**src/sce_pkg.sv**
```systemverilog
package sce_pkg;

  localparam logic [7:0] CH_ETX      = 8'h03;
  localparam logic [7:0] CH_BS       = 8'h08;
  localparam logic [7:0] CH_LF       = 8'h0a;
  localparam logic [7:0] CH_CR       = 8'h0d;
  localparam logic [7:0] CH_SP       = 8'h20;
  localparam logic [7:0] CH_DEL      = 8'h7f;
  localparam logic [7:0] CH_PRINT_LO = 8'd32;
  localparam logic [7:0] CH_PRINT_HI = 8'd126;

  localparam logic [1:0] BEAT_FIRST  = 2'd0;
  localparam logic [1:0] BEAT_SECOND = 2'd1;
  localparam logic [1:0] BEAT_THIRD  = 2'd2;

  typedef enum logic [2:0] {
    K_EMPTY,
    K_ECHO,
    K_ERASE,
    K_NEWLINE,
    K_BREAK,
    K_READ
  } kind_e;

  typedef struct packed {
    kind_e      kind;
    logic [7:0] data;
    logic [7:0] len;
    logic       hit;
  } item_t;

  typedef struct packed {
    logic       tx_valid;
    logic [7:0] tx_byte;
    logic       line_ready;
    logic [7:0] line_length;
    logic       break_event;
    logic [7:0] read_char;
    logic       last;
  } res_t;

endpackage

```
**src/sce_if.sv**
```systemverilog
interface sce_in_if;
  logic       valid;
  logic       ready;
  logic       op;
  logic [7:0] rx_byte;
  logic [7:0] read_index;

  modport source (output valid, output op, output rx_byte, output read_index, input ready);
  modport sink (input valid, input op, input rx_byte, input read_index, output ready);
endinterface

interface sce_out_if;
  logic       valid;
  logic       ready;
  logic       tx_valid;
  logic [7:0] tx_byte;
  logic       line_ready;
  logic [7:0] line_length;
  logic       break_event;
  logic [7:0] read_char;
  logic       last;

  modport source (
    output valid, output tx_valid, output tx_byte, output line_ready,
    output line_length, output break_event, output read_char, output last,
    input ready
  );
  modport sink (
    input valid, input tx_valid, input tx_byte, input line_ready,
    input line_length, input break_event, input read_char, input last,
    output ready
  );
endinterface

```
**src/sce_line_mem.sv**
```systemverilog
module sce_line_mem #(
  parameter int Depth = 255,
  parameter int AddrW = 8
) (
  input  logic             clk_i,
  input  logic             we_i,
  input  logic [AddrW-1:0] waddr_i,
  input  logic [7:0]       wdata_i,
  input  logic             re_i,
  input  logic [AddrW-1:0] raddr_i,
  output logic [7:0]       rdata_o
);

  logic [7:0] mem [Depth];
  logic [7:0] rdata_q;

  always_ff @(posedge clk_i) begin
    if (we_i) begin
      mem[waddr_i] <= wdata_i;
    end
    if (re_i) begin
      rdata_q <= mem[raddr_i];
    end
  end

  assign rdata_o = rdata_q;

endmodule

```
**src/sce_decode.sv**
```systemverilog
module sce_decode #(
  parameter int Capacity = 255,
  parameter int CntW     = 8,
  parameter int AddrW    = 8
) (
  input  logic                 clk_i,
  input  logic                 rst_ni,
  input  logic                 accept_i,
  input  logic                 op_i,
  input  logic [7:0]           rx_byte_i,
  input  logic [7:0]           read_index_i,
  output sce_pkg::item_t       item_o,
  output logic                 we_o,
  output logic [AddrW-1:0]     waddr_o,
  output logic                 re_o,
  output logic [AddrW-1:0]     raddr_o
);
  import sce_pkg::*;

  localparam int CmpW = (CntW > 8) ? CntW : 8;

  logic [CntW-1:0] fill_q, fill_d;
  logic [CntW-1:0] compl_q, compl_d;
  logic [CmpW-1:0] idx_ext, compl_ext, fill_ext;
  logic            hit, room;

  assign idx_ext   = CmpW'(read_index_i);
  assign compl_ext = CmpW'(compl_q);
  assign fill_ext  = CmpW'(fill_q);
  assign hit       = (idx_ext < compl_ext) && (idx_ext < CmpW'(Capacity));
  assign room      = fill_q < CntW'(Capacity);
  assign waddr_o   = fill_q[AddrW-1:0];
  assign raddr_o   = idx_ext[AddrW-1:0];

  always_comb begin
    item_o.kind = K_EMPTY;
    item_o.data = rx_byte_i;
    item_o.len  = fill_ext[7:0];
    item_o.hit  = hit;
    fill_d      = fill_q;
    compl_d     = compl_q;
    we_o        = 1'b0;
    re_o        = 1'b0;
    if (op_i) begin
      item_o.kind = K_READ;
      re_o        = accept_i && hit;
    end else begin
      case (rx_byte_i)
        CH_CR: begin
          item_o.kind = K_NEWLINE;
          compl_d     = fill_q;
          fill_d      = '0;
        end
        CH_BS, CH_DEL: begin
          if (fill_q != '0) begin
            item_o.kind = K_ERASE;
            fill_d      = fill_q - CntW'(1);
          end
        end
        CH_ETX: begin
          item_o.kind = K_BREAK;
          fill_d      = '0;
        end
        default: begin
          if ((rx_byte_i inside {[CH_PRINT_LO:CH_PRINT_HI]}) && room) begin
            item_o.kind = K_ECHO;
            we_o        = accept_i;
            fill_d      = fill_q + CntW'(1);
          end
        end
      endcase
    end
  end

  always_ff @(posedge clk_i or negedge rst_ni) begin
    if (!rst_ni) begin
      fill_q  <= '0;
      compl_q <= '0;
    end else if (accept_i) begin
      fill_q  <= fill_d;
      compl_q <= compl_d;
    end
  end

endmodule

```
**src/sce_seq.sv**
```systemverilog
module sce_seq (
  input  logic           clk_i,
  input  logic           rst_ni,
  input  logic           accept_i,
  input  sce_pkg::item_t item_i,
  input  logic [7:0]     rdata_i,
  output logic           in_ready_o,
  sce_out_if.source      out_o
);
  import sce_pkg::*;

  logic       s1_valid_q;
  item_t      item_q;
  logic [1:0] beat_q;
  logic       out_valid_q;
  res_t       out_q;
  res_t       res;
  logic       out_free, s1_adv, s1_done;

  always_comb begin
    res = '0;
    case (item_q.kind)
      K_ECHO: begin
        res.tx_valid = 1'b1;
        res.tx_byte  = item_q.data;
        res.last     = 1'b1;
      end
      K_ERASE: begin
        res.tx_valid = 1'b1;
        res.tx_byte  = (beat_q == BEAT_SECOND) ? CH_SP : CH_BS;
        res.last     = (beat_q == BEAT_THIRD);
      end
      K_NEWLINE: begin
        res.tx_valid = 1'b1;
        if (beat_q == BEAT_FIRST) begin
          res.tx_byte = CH_CR;
        end else begin
          res.tx_byte     = CH_LF;
          res.line_ready  = 1'b1;
          res.line_length = item_q.len;
          res.last        = 1'b1;
        end
      end
      K_BREAK: begin
        res.tx_valid = 1'b1;
        if (beat_q == BEAT_FIRST) begin
          res.tx_byte = CH_CR;
        end else begin
          res.tx_byte     = CH_LF;
          res.break_event = 1'b1;
          res.last        = 1'b1;
        end
      end
      K_READ: begin
        res.read_char = item_q.hit ? rdata_i : 8'd0;
        res.last      = 1'b1;
      end
      default: begin
        res.last = 1'b1;
      end
    endcase
  end

  assign out_free   = !out_valid_q || out_o.ready;
  assign s1_adv     = s1_valid_q && out_free;
  assign s1_done    = s1_adv && res.last;
  assign in_ready_o = !s1_valid_q || s1_done;

  always_ff @(posedge clk_i or negedge rst_ni) begin
    if (!rst_ni) begin
      s1_valid_q <= 1'b0;
      beat_q     <= BEAT_FIRST;
    end else if (accept_i) begin
      s1_valid_q <= 1'b1;
      beat_q     <= BEAT_FIRST;
    end else if (s1_done) begin
      s1_valid_q <= 1'b0;
    end else if (s1_adv) begin
      beat_q <= beat_q + 2'd1;
    end
  end

  always_ff @(posedge clk_i) begin
    if (accept_i) begin
      item_q <= item_i;
    end
    if (s1_adv) begin
      out_q <= res;
    end
  end

  always_ff @(posedge clk_i or negedge rst_ni) begin
    if (!rst_ni) begin
      out_valid_q <= 1'b0;
    end else if (s1_adv) begin
      out_valid_q <= 1'b1;
    end else if (out_o.ready) begin
      out_valid_q <= 1'b0;
    end
  end

  assign out_o.valid       = out_valid_q;
  assign out_o.tx_valid    = out_q.tx_valid;
  assign out_o.tx_byte     = out_q.tx_byte;
  assign out_o.line_ready  = out_q.line_ready;
  assign out_o.line_length = out_q.line_length;
  assign out_o.break_event = out_q.break_event;
  assign out_o.read_char   = out_q.read_char;
  assign out_o.last        = out_q.last;

endmodule

```
**src/serial_console_line_editor.sv**
```systemverilog
// An input transfer loads the sequencer stage, and each result is then registered in the
// output register before it is offered.
// Each input gives one result, but carriage return and Ctrl-C give two (CR, LF) and an erase
// three (BS, SP, BS); the sequencer emits one result per cycle unless the output stalls.
// Character reads use the line memory's registered read port, loaded on the input transfer.
// Reset clears the fill count, completed length and all valid flags; the line memory
// is not cleared and holds unknown data until written.
module serial_console_line_editor #(
  parameter int LINE_CAPACITY = 255
) (
  input  logic       clk_i,
  input  logic       rst_ni,
  sce_in_if.sink     in_i,
  sce_out_if.source  out_o
);
  import sce_pkg::*;

  localparam int CntW  = $clog2(LINE_CAPACITY + 1);
  localparam int AddrW = (LINE_CAPACITY > 1) ? $clog2(LINE_CAPACITY) : 1;

  logic             accept;
  logic             in_ready;
  item_t            item;
  logic             mem_we, mem_re;
  logic [AddrW-1:0] mem_waddr, mem_raddr;
  logic [7:0]       mem_rdata;

  assign in_i.ready = in_ready;
  assign accept     = in_i.valid && in_ready;

  sce_decode #(
    .Capacity (LINE_CAPACITY),
    .CntW     (CntW),
    .AddrW    (AddrW)
  ) u_decode (
    .clk_i        (clk_i),
    .rst_ni       (rst_ni),
    .accept_i     (accept),
    .op_i         (in_i.op),
    .rx_byte_i    (in_i.rx_byte),
    .read_index_i (in_i.read_index),
    .item_o       (item),
    .we_o         (mem_we),
    .waddr_o      (mem_waddr),
    .re_o         (mem_re),
    .raddr_o      (mem_raddr)
  );

  sce_line_mem #(
    .Depth (LINE_CAPACITY),
    .AddrW (AddrW)
  ) u_mem (
    .clk_i   (clk_i),
    .we_i    (mem_we),
    .waddr_i (mem_waddr),
    .wdata_i (in_i.rx_byte),
    .re_i    (mem_re),
    .raddr_i (mem_raddr),
    .rdata_o (mem_rdata)
  );

  sce_seq u_seq (
    .clk_i      (clk_i),
    .rst_ni     (rst_ni),
    .accept_i   (accept),
    .item_i     (item),
    .rdata_i    (mem_rdata),
    .in_ready_o (in_ready),
    .out_o      (out_o)
  );

  a_write_on_transfer : assert property (@(posedge clk_i) disable iff (!rst_ni)
    mem_we |-> (accept && item.kind == K_ECHO))
    else $error("line memory written without an echoed transfer");

  a_read_on_read_op : assert property (@(posedge clk_i) disable iff (!rst_ni)
    mem_re |-> (accept && item.kind == K_READ && item.hit))
    else $error("line memory read outside a read transfer");

  a_ready_result : assert property (@(posedge clk_i) disable iff (!rst_ni)
    (out_o.valid && out_o.line_ready) |-> (out_o.last && out_o.tx_byte == CH_LF))
    else $error("line ready not on the final line feed");

  a_result_hold : assert property (@(posedge clk_i) disable iff (!rst_ni)
    (out_o.valid && !out_o.ready) |=> (out_o.valid && $stable(out_o.tx_byte)))
    else $error("stalled result changed");

endmodule
```
**src/flat_wrapper.sv**
```systemverilog
// flat-port wrapper written by rule: the top's interface ports become plain ports
module serial_console_line_editor_flat import sce_pkg::*;
#(
  parameter int LINE_CAPACITY = 255
)
  (clk_i, rst_ni, in_i_valid, in_i_op, in_i_rx_byte, in_i_read_index, in_i_ready, out_o_valid, out_o_tx_valid, out_o_tx_byte, out_o_line_ready, out_o_line_length, out_o_break_event, out_o_read_char, out_o_last, out_o_ready);
  sce_in_if in_i_i ();
  sce_out_if out_o_i ();
  input  logic clk_i;
  input  logic rst_ni;
  input wire logic [$bits(in_i_i.valid)-1:0] in_i_valid;
  input wire logic [$bits(in_i_i.op)-1:0] in_i_op;
  input wire logic [$bits(in_i_i.rx_byte)-1:0] in_i_rx_byte;
  input wire logic [$bits(in_i_i.read_index)-1:0] in_i_read_index;
  output wire logic [$bits(in_i_i.ready)-1:0] in_i_ready;
  output wire logic [$bits(out_o_i.valid)-1:0] out_o_valid;
  output wire logic [$bits(out_o_i.tx_valid)-1:0] out_o_tx_valid;
  output wire logic [$bits(out_o_i.tx_byte)-1:0] out_o_tx_byte;
  output wire logic [$bits(out_o_i.line_ready)-1:0] out_o_line_ready;
  output wire logic [$bits(out_o_i.line_length)-1:0] out_o_line_length;
  output wire logic [$bits(out_o_i.break_event)-1:0] out_o_break_event;
  output wire logic [$bits(out_o_i.read_char)-1:0] out_o_read_char;
  output wire logic [$bits(out_o_i.last)-1:0] out_o_last;
  input wire logic [$bits(out_o_i.ready)-1:0] out_o_ready;
  assign in_i_i.valid = in_i_valid;
  assign in_i_i.op = in_i_op;
  assign in_i_i.rx_byte = in_i_rx_byte;
  assign in_i_i.read_index = in_i_read_index;
  assign in_i_ready = in_i_i.ready;
  assign out_o_valid = out_o_i.valid;
  assign out_o_tx_valid = out_o_i.tx_valid;
  assign out_o_tx_byte = out_o_i.tx_byte;
  assign out_o_line_ready = out_o_i.line_ready;
  assign out_o_line_length = out_o_i.line_length;
  assign out_o_break_event = out_o_i.break_event;
  assign out_o_read_char = out_o_i.read_char;
  assign out_o_last = out_o_i.last;
  assign out_o_i.ready = out_o_ready;
  serial_console_line_editor #(.LINE_CAPACITY(LINE_CAPACITY)) u_core (.clk_i(clk_i), .rst_ni(rst_ni), .in_i(in_i_i), .out_o(out_o_i));
endmodule
```
**config.mk**
```make
export PLATFORM = sky130hd
export DESIGN_NAME = serial_console_line_editor_flat
export DESIGN_NICKNAME = d
export VERILOG_FILES = /design/src/sce_pkg.sv /design/src/sce_if.sv /design/src/sce_line_mem.sv /design/src/sce_decode.sv /design/src/sce_seq.sv /design/src/serial_console_line_editor.sv /design/src/flat_wrapper.sv
export SDC_FILE = /design/constraint.sdc
export NUM_CORES = 2
export LEC_CHECK = 0
export BUFFER_PORTS_ARGS = -buffer_cell sky130_fd_sc_hd__buf_2
export CAP_MARGIN = 20
export CELL_PAD_IN_SITES_DETAIL_PLACEMENT = 1
export CELL_PAD_IN_SITES_GLOBAL_PLACEMENT = 1
export CORE_MARGIN = 10
export CORE_UTILIZATION = 56
export DETAILED_ROUTE_END_ITERATION = 6
export PLACE_DENSITY = 0.82
export RECOVER_POWER = 100
export SLEW_MARGIN = 15
export SYNTH_ARGS = -nofsm -noshare
export SYNTH_HDL_FRONTEND = slang
export SYNTH_SLANG_ARGS = --single-unit
```
**constraint.sdc**
```tcl
create_clock -name clk_i -period 3.9 [get_ports clk_i]
set_input_delay 0.195 -clock clk_i [delete_from_list [all_inputs] [get_ports clk_i]]
set_output_delay 0.195 -clock clk_i [all_outputs]
set_load 0.05 [all_outputs]
```
==> impl_metrics.py <==
metrics = {
    "timing": {
        "hold_viol_final": 0,
        "fin_crit_sh_pct": 103.2,
        "fmax_ghz": 0.2485,
        "hold_ws_ns": 0.2117,
        "fin_crit_ns": 4.025,
        "tightest_slew_ns": 3.115,
        "drv_slew": 1086,
        "fin_ws_ns": -0.1249,
        "setup_tns_ns": -3.553,
        "slew_headroom_pct": -107.7,
        "fin_skew_ns": 0.05407,
        "finalSetupViolCount": 75,
    },
    "floorplan": {
        "die_w_um": 405.1,
        "fp.dieH_um": 405.1,
        "start_util_pct": 56.32,
        "io_pins": 51,
        "die_area_um2": 164100,
        "core-area_um2": 147500,
        "num_rows": 141,
    },
    "global_routing": {
        "grt_first_pass_wirelength_um": 410000,
        "overflow": 0,
        "grt_start_max_net_pins": 193,
        "grt_antenna_before_repair": 25,
        "grt_usage_pct": 35.61,
        "grt_pass1_vias": 50747,
    },
    "yosys": {
        "synth_top_area_share_pct": 75.77,
        "syn-num-nets": 4118,
        "syn-cell-area_um2": 83060,
        "synth_cell_types": 81,
        "synthTopCellsByArea": "edfxtp_1 (76%), mux4_2 (11%), mux2i_1 (2.4%)",
        "synth-seq-area-share_pct": 76.38,
        "synthArstFlopShare_pct": 0.9452,
        "synth-seq-cells": 2116,
        "ys_warn_count": 0,
        "syn_inst": 4080,
        "syn_avg_cell_area_um2": 20.36,
        "synth_edf_count": 2096,
        "yosys.area.top_type": "edfxtp_1",
        "synthFlopType": "edfxtp_1",
    },
    "detailed_routing": {
        "m1WireLength_um": 91980,
        "dr.pass1.iters": 7,
        "via_per_inst": 7.465,
        "wl_um": 293300,
        "wl_met2_um": 137200,
        "wl_per_cell_um": 43.60,
        "ant_nets": 0,
        "vias": 50227,
        "top_layer": "met5",
        "drt_iter0_markers": 9032,
        "drcViolationCount": 3,
        "wl_met3_um": 38640,
    },
    "run_status": {
        "violations": "DRC, capacitance limit, slew limit, setup timing",
        "status": "finished with violations",
    },
    "final_layout": {
        "instances_no_fill": 6728,
        "layout-drive-gt1-share_pct": 26.43,
        "final_util_pct": 64.45,
        "syn_to_final_growth_pct": 14.43,
        "fin_nets": 4645,
    },
    "power_and_ir_drop": {
        "cellLeakagePower_nw": 31.01,
        "power_mw": 49.45,
        "pwr-share-comb_pct": 7.8,
        "switchingPower_mw": 12.39,
        "cellPowerDensity_nw_per_um2": 520.3,
        "pwr-share-clk_pct": 41.0,
        "p_int_mw": 37.06,
        "switching_share_pct": 25.05,
        "seqPwrFrac_pct": 51.1,
        "vdd_drop_max_mv": 0.4928,
    },
    "min_path": {
        "hold_depth": 3,
        "hp-class": "primary input to flip-flop",
        "hold_path_end": "u_core.u_seq.s1_valid_q",
        "min_from": "in_i_valid",
    },
    "place": {
        "dp_hpwl_um": 161000,
        "dpl.cell_count": 6315,
        "place.gp.congestion": 0.8910,
        "io_buffers": 50,
    },
    "clocking": {
        "worstSkewPairLatency_ns": 0.87,
        "cts_sinks": 2116,
        "clock_path_buffers": 3,
        "numCtsBuffers": 201,
        "cts_root_buf": "clkbuf_16",
        "cts_tree": "yes",
        "cts_max_level": 4,
        "clk_pin_slew_ns": 0.07,
    },
    "worst_setup_path": {
        "cp-start-kind": "flip-flop",
        "worstSetupEndpointType": "flip-flop",
        "r2r_slack_ns": -0.12,
        "path_class": "flip-flop to flip-flop",
        "worstPathMaxFanout": 16,
        "reg2reg_depth": 12,
        "r2r_end": "u_core.u_mem.mem[54][6]",
        "reg2reg_from": "u_core.u_seq.beat_q[0]",
        "critPathRequiredTime_ns": 4.47,
        "worstPathArrival_ns": 4.59,
    },
    "run": {
        "maxCapViolations": 13,
    },
}
==> power groups by stage <==
stage	clock network [mW]	registers [mW]	logic, mW
floorplan	0	25.7	1.55
detailed placement	0	25.7	3.52
CTS	19.9	25.2	3.65
global route	21.1	25.3	3.84
global placement	0	25.7	3.40
finish	20.3	25.3	3.88
==> cell usage after synthesis (all sizes together) (8+ instances only) <==
master and instances:
a211oi 19, mux2i 198, nor3 22, o21ai 48, a22oi 64, nand2 117, buf 156, a221oi 30
ha 16, o211ai 8, a31oi 15, nand2b 17, nand3 32, and2 25, inv 22, mux2 46
nor2 313, nor2b 29, a21oi 77, o32ai 10, o31ai 8, mux4 432, o22ai 60, edfxtp 2096
dfrtp 20, clkbuf 76
==> sequential cells by signal, summed over array words and instances, names as in the netlist <==
| register | flops |
|---|---|
| u_core.u_mem.mem | 2040 |
| u_core.u_seq.item_q | 20 |
| u_core.u_decode.compl_ext | 8 |
| u_core.u_decode.waddr_o | 8 |
| u_core.u_mem.rdata_o | 8 |
| u_core.u_seq.out_o.line_length | 8 |
| u_core.u_seq.out_o.read_char | 8 |
| u_core.u_seq.out_o.tx_byte | 8 |
| u_core.u_seq.beat_q | 2 |
| u_core.u_seq.out_o.break_event | 1 |
| u_core.u_seq.out_o.last | 1 |
| u_core.u_seq.out_o.line_ready | 1 |
| u_core.u_seq.out_o.tx_valid | 1 |
| u_core.u_seq.out_o.valid | 1 |
| u_core.u_seq.s1_valid_q | 1 |
==> cells in the final DEF, fill, tap and decap left out, types with 19 or more instances in the layout <==
cell	instances
nor3_1	21
nor2_1	309
edfxtp_1	2096
bufinv_16	20
o21ai_0	45
a22oi_1	64
clkinv_1	57
mux2i_1	198
mux4_1	25
clkbuf_1	78
o22ai_1	60
inv_1	21
a221oi_1	28
clkinv_2	38
mux4_2	407
diode_2	20
dfrtp_1	20
clkbuf_16	203
nor2b_1	26
buf_12	23
nand2_1	115
buf_4	438
nand3_1	26
a21oi_1	77
mux2_2	44
a211oi_1	19
==> final cells by class <==
cell class	instances	area (µm²)
sequential	2116	63440
fill	11944	52440
multi-input combinational	1709	18150
clock buffer	238	5231
timing repair buffer	556	4413
tap	1930	2415
clock inverter	136	1262
inverter	23	88.84
antenna	20	50.05
==> cells by family (layout without fill, tap and decap cells) <==
| family | count (synthesis) | count (layout) | share of synthesized area, % |
|---|---|---|---|
| xor+xnor | 7 | 7 | 0.07381 |
| fa+ha+maj | 17 | 17 | 0.2651 |
| compound gates | 407 | 407 | 3.389 |
| other cells | 0 | 20 | 0 |
| buf+inv | 255 | 953 | 1.845 |
| flops | 2116 | 2116 | 76.38 |
| mux | 676 | 676 | 14.84 |
| simple gates | 602 | 602 | 3.215 |
==> per-stage QoR <==
step                      setup slack [ns]  area (µm²)
final                              -0.1249       95050
after global routing               -0.1159       95000
after CTS                           0.1225       95090
after detailed placement           -0.1050       88430
after global placement              0.1007       88430
after floorplan                    0.09932       83060
==> worst max-delay path, stage by stage, from the launching register on <==
cell,delay (ns)
dfrtp_1,0.42
inv_1,0.10
ha_1,0.30
and2_1,0.21
o211a_1,0.25
o31ai_2,0.33
nand4b_1,0.16
buf_4,0.23
nor3_1,0.31
buf_4,0.25
nand2_1,0.50
nor2_1,0.43
buf_4,0.24
==> layer usage <==
metal | up-vias | GRT usage [%]
li1 | 17916 | -
met1 | 25562 | 43.30
met2 | 5298 | 55.53
met3 | 1431 | 10.27
met4 | 20 | 24.19
met5 | - | 0.2923
==> worst max path at each step <==
stage | from | endpoint | slack (ns)
after global placement | u_core.u_seq.beat_q[0] | u_core.u_mem.mem[78][0] | 0.10
after global routing | u_core.u_seq.beat_q[0] | u_core.u_mem.mem[51][1] | -0.12
after floorplan | u_core.u_seq.beat_q[0] | u_core.u_mem.mem[31][0] | 0.1
after detailed placement | u_core.u_seq.beat_q[0] | u_core.u_mem.mem[109][5] | -0.10
final | u_core.u_seq.beat_q[0] | u_core.u_mem.mem[54][6] | -0.12
after CTS | u_core.u_seq.beat_q[0] | u_core.u_mem.mem[165][1] | 0.12
==> timing repair <==
action                                  CTS  global route
hold buffers                             15             0
hold endpoints to repair                127             0
setup buffers                             1             0
resized for setup                         0             4
pin swaps                                 1             0
endpoints found under the setup margin  779            71
No activity file was read; power rests on OpenSTA's default activity.
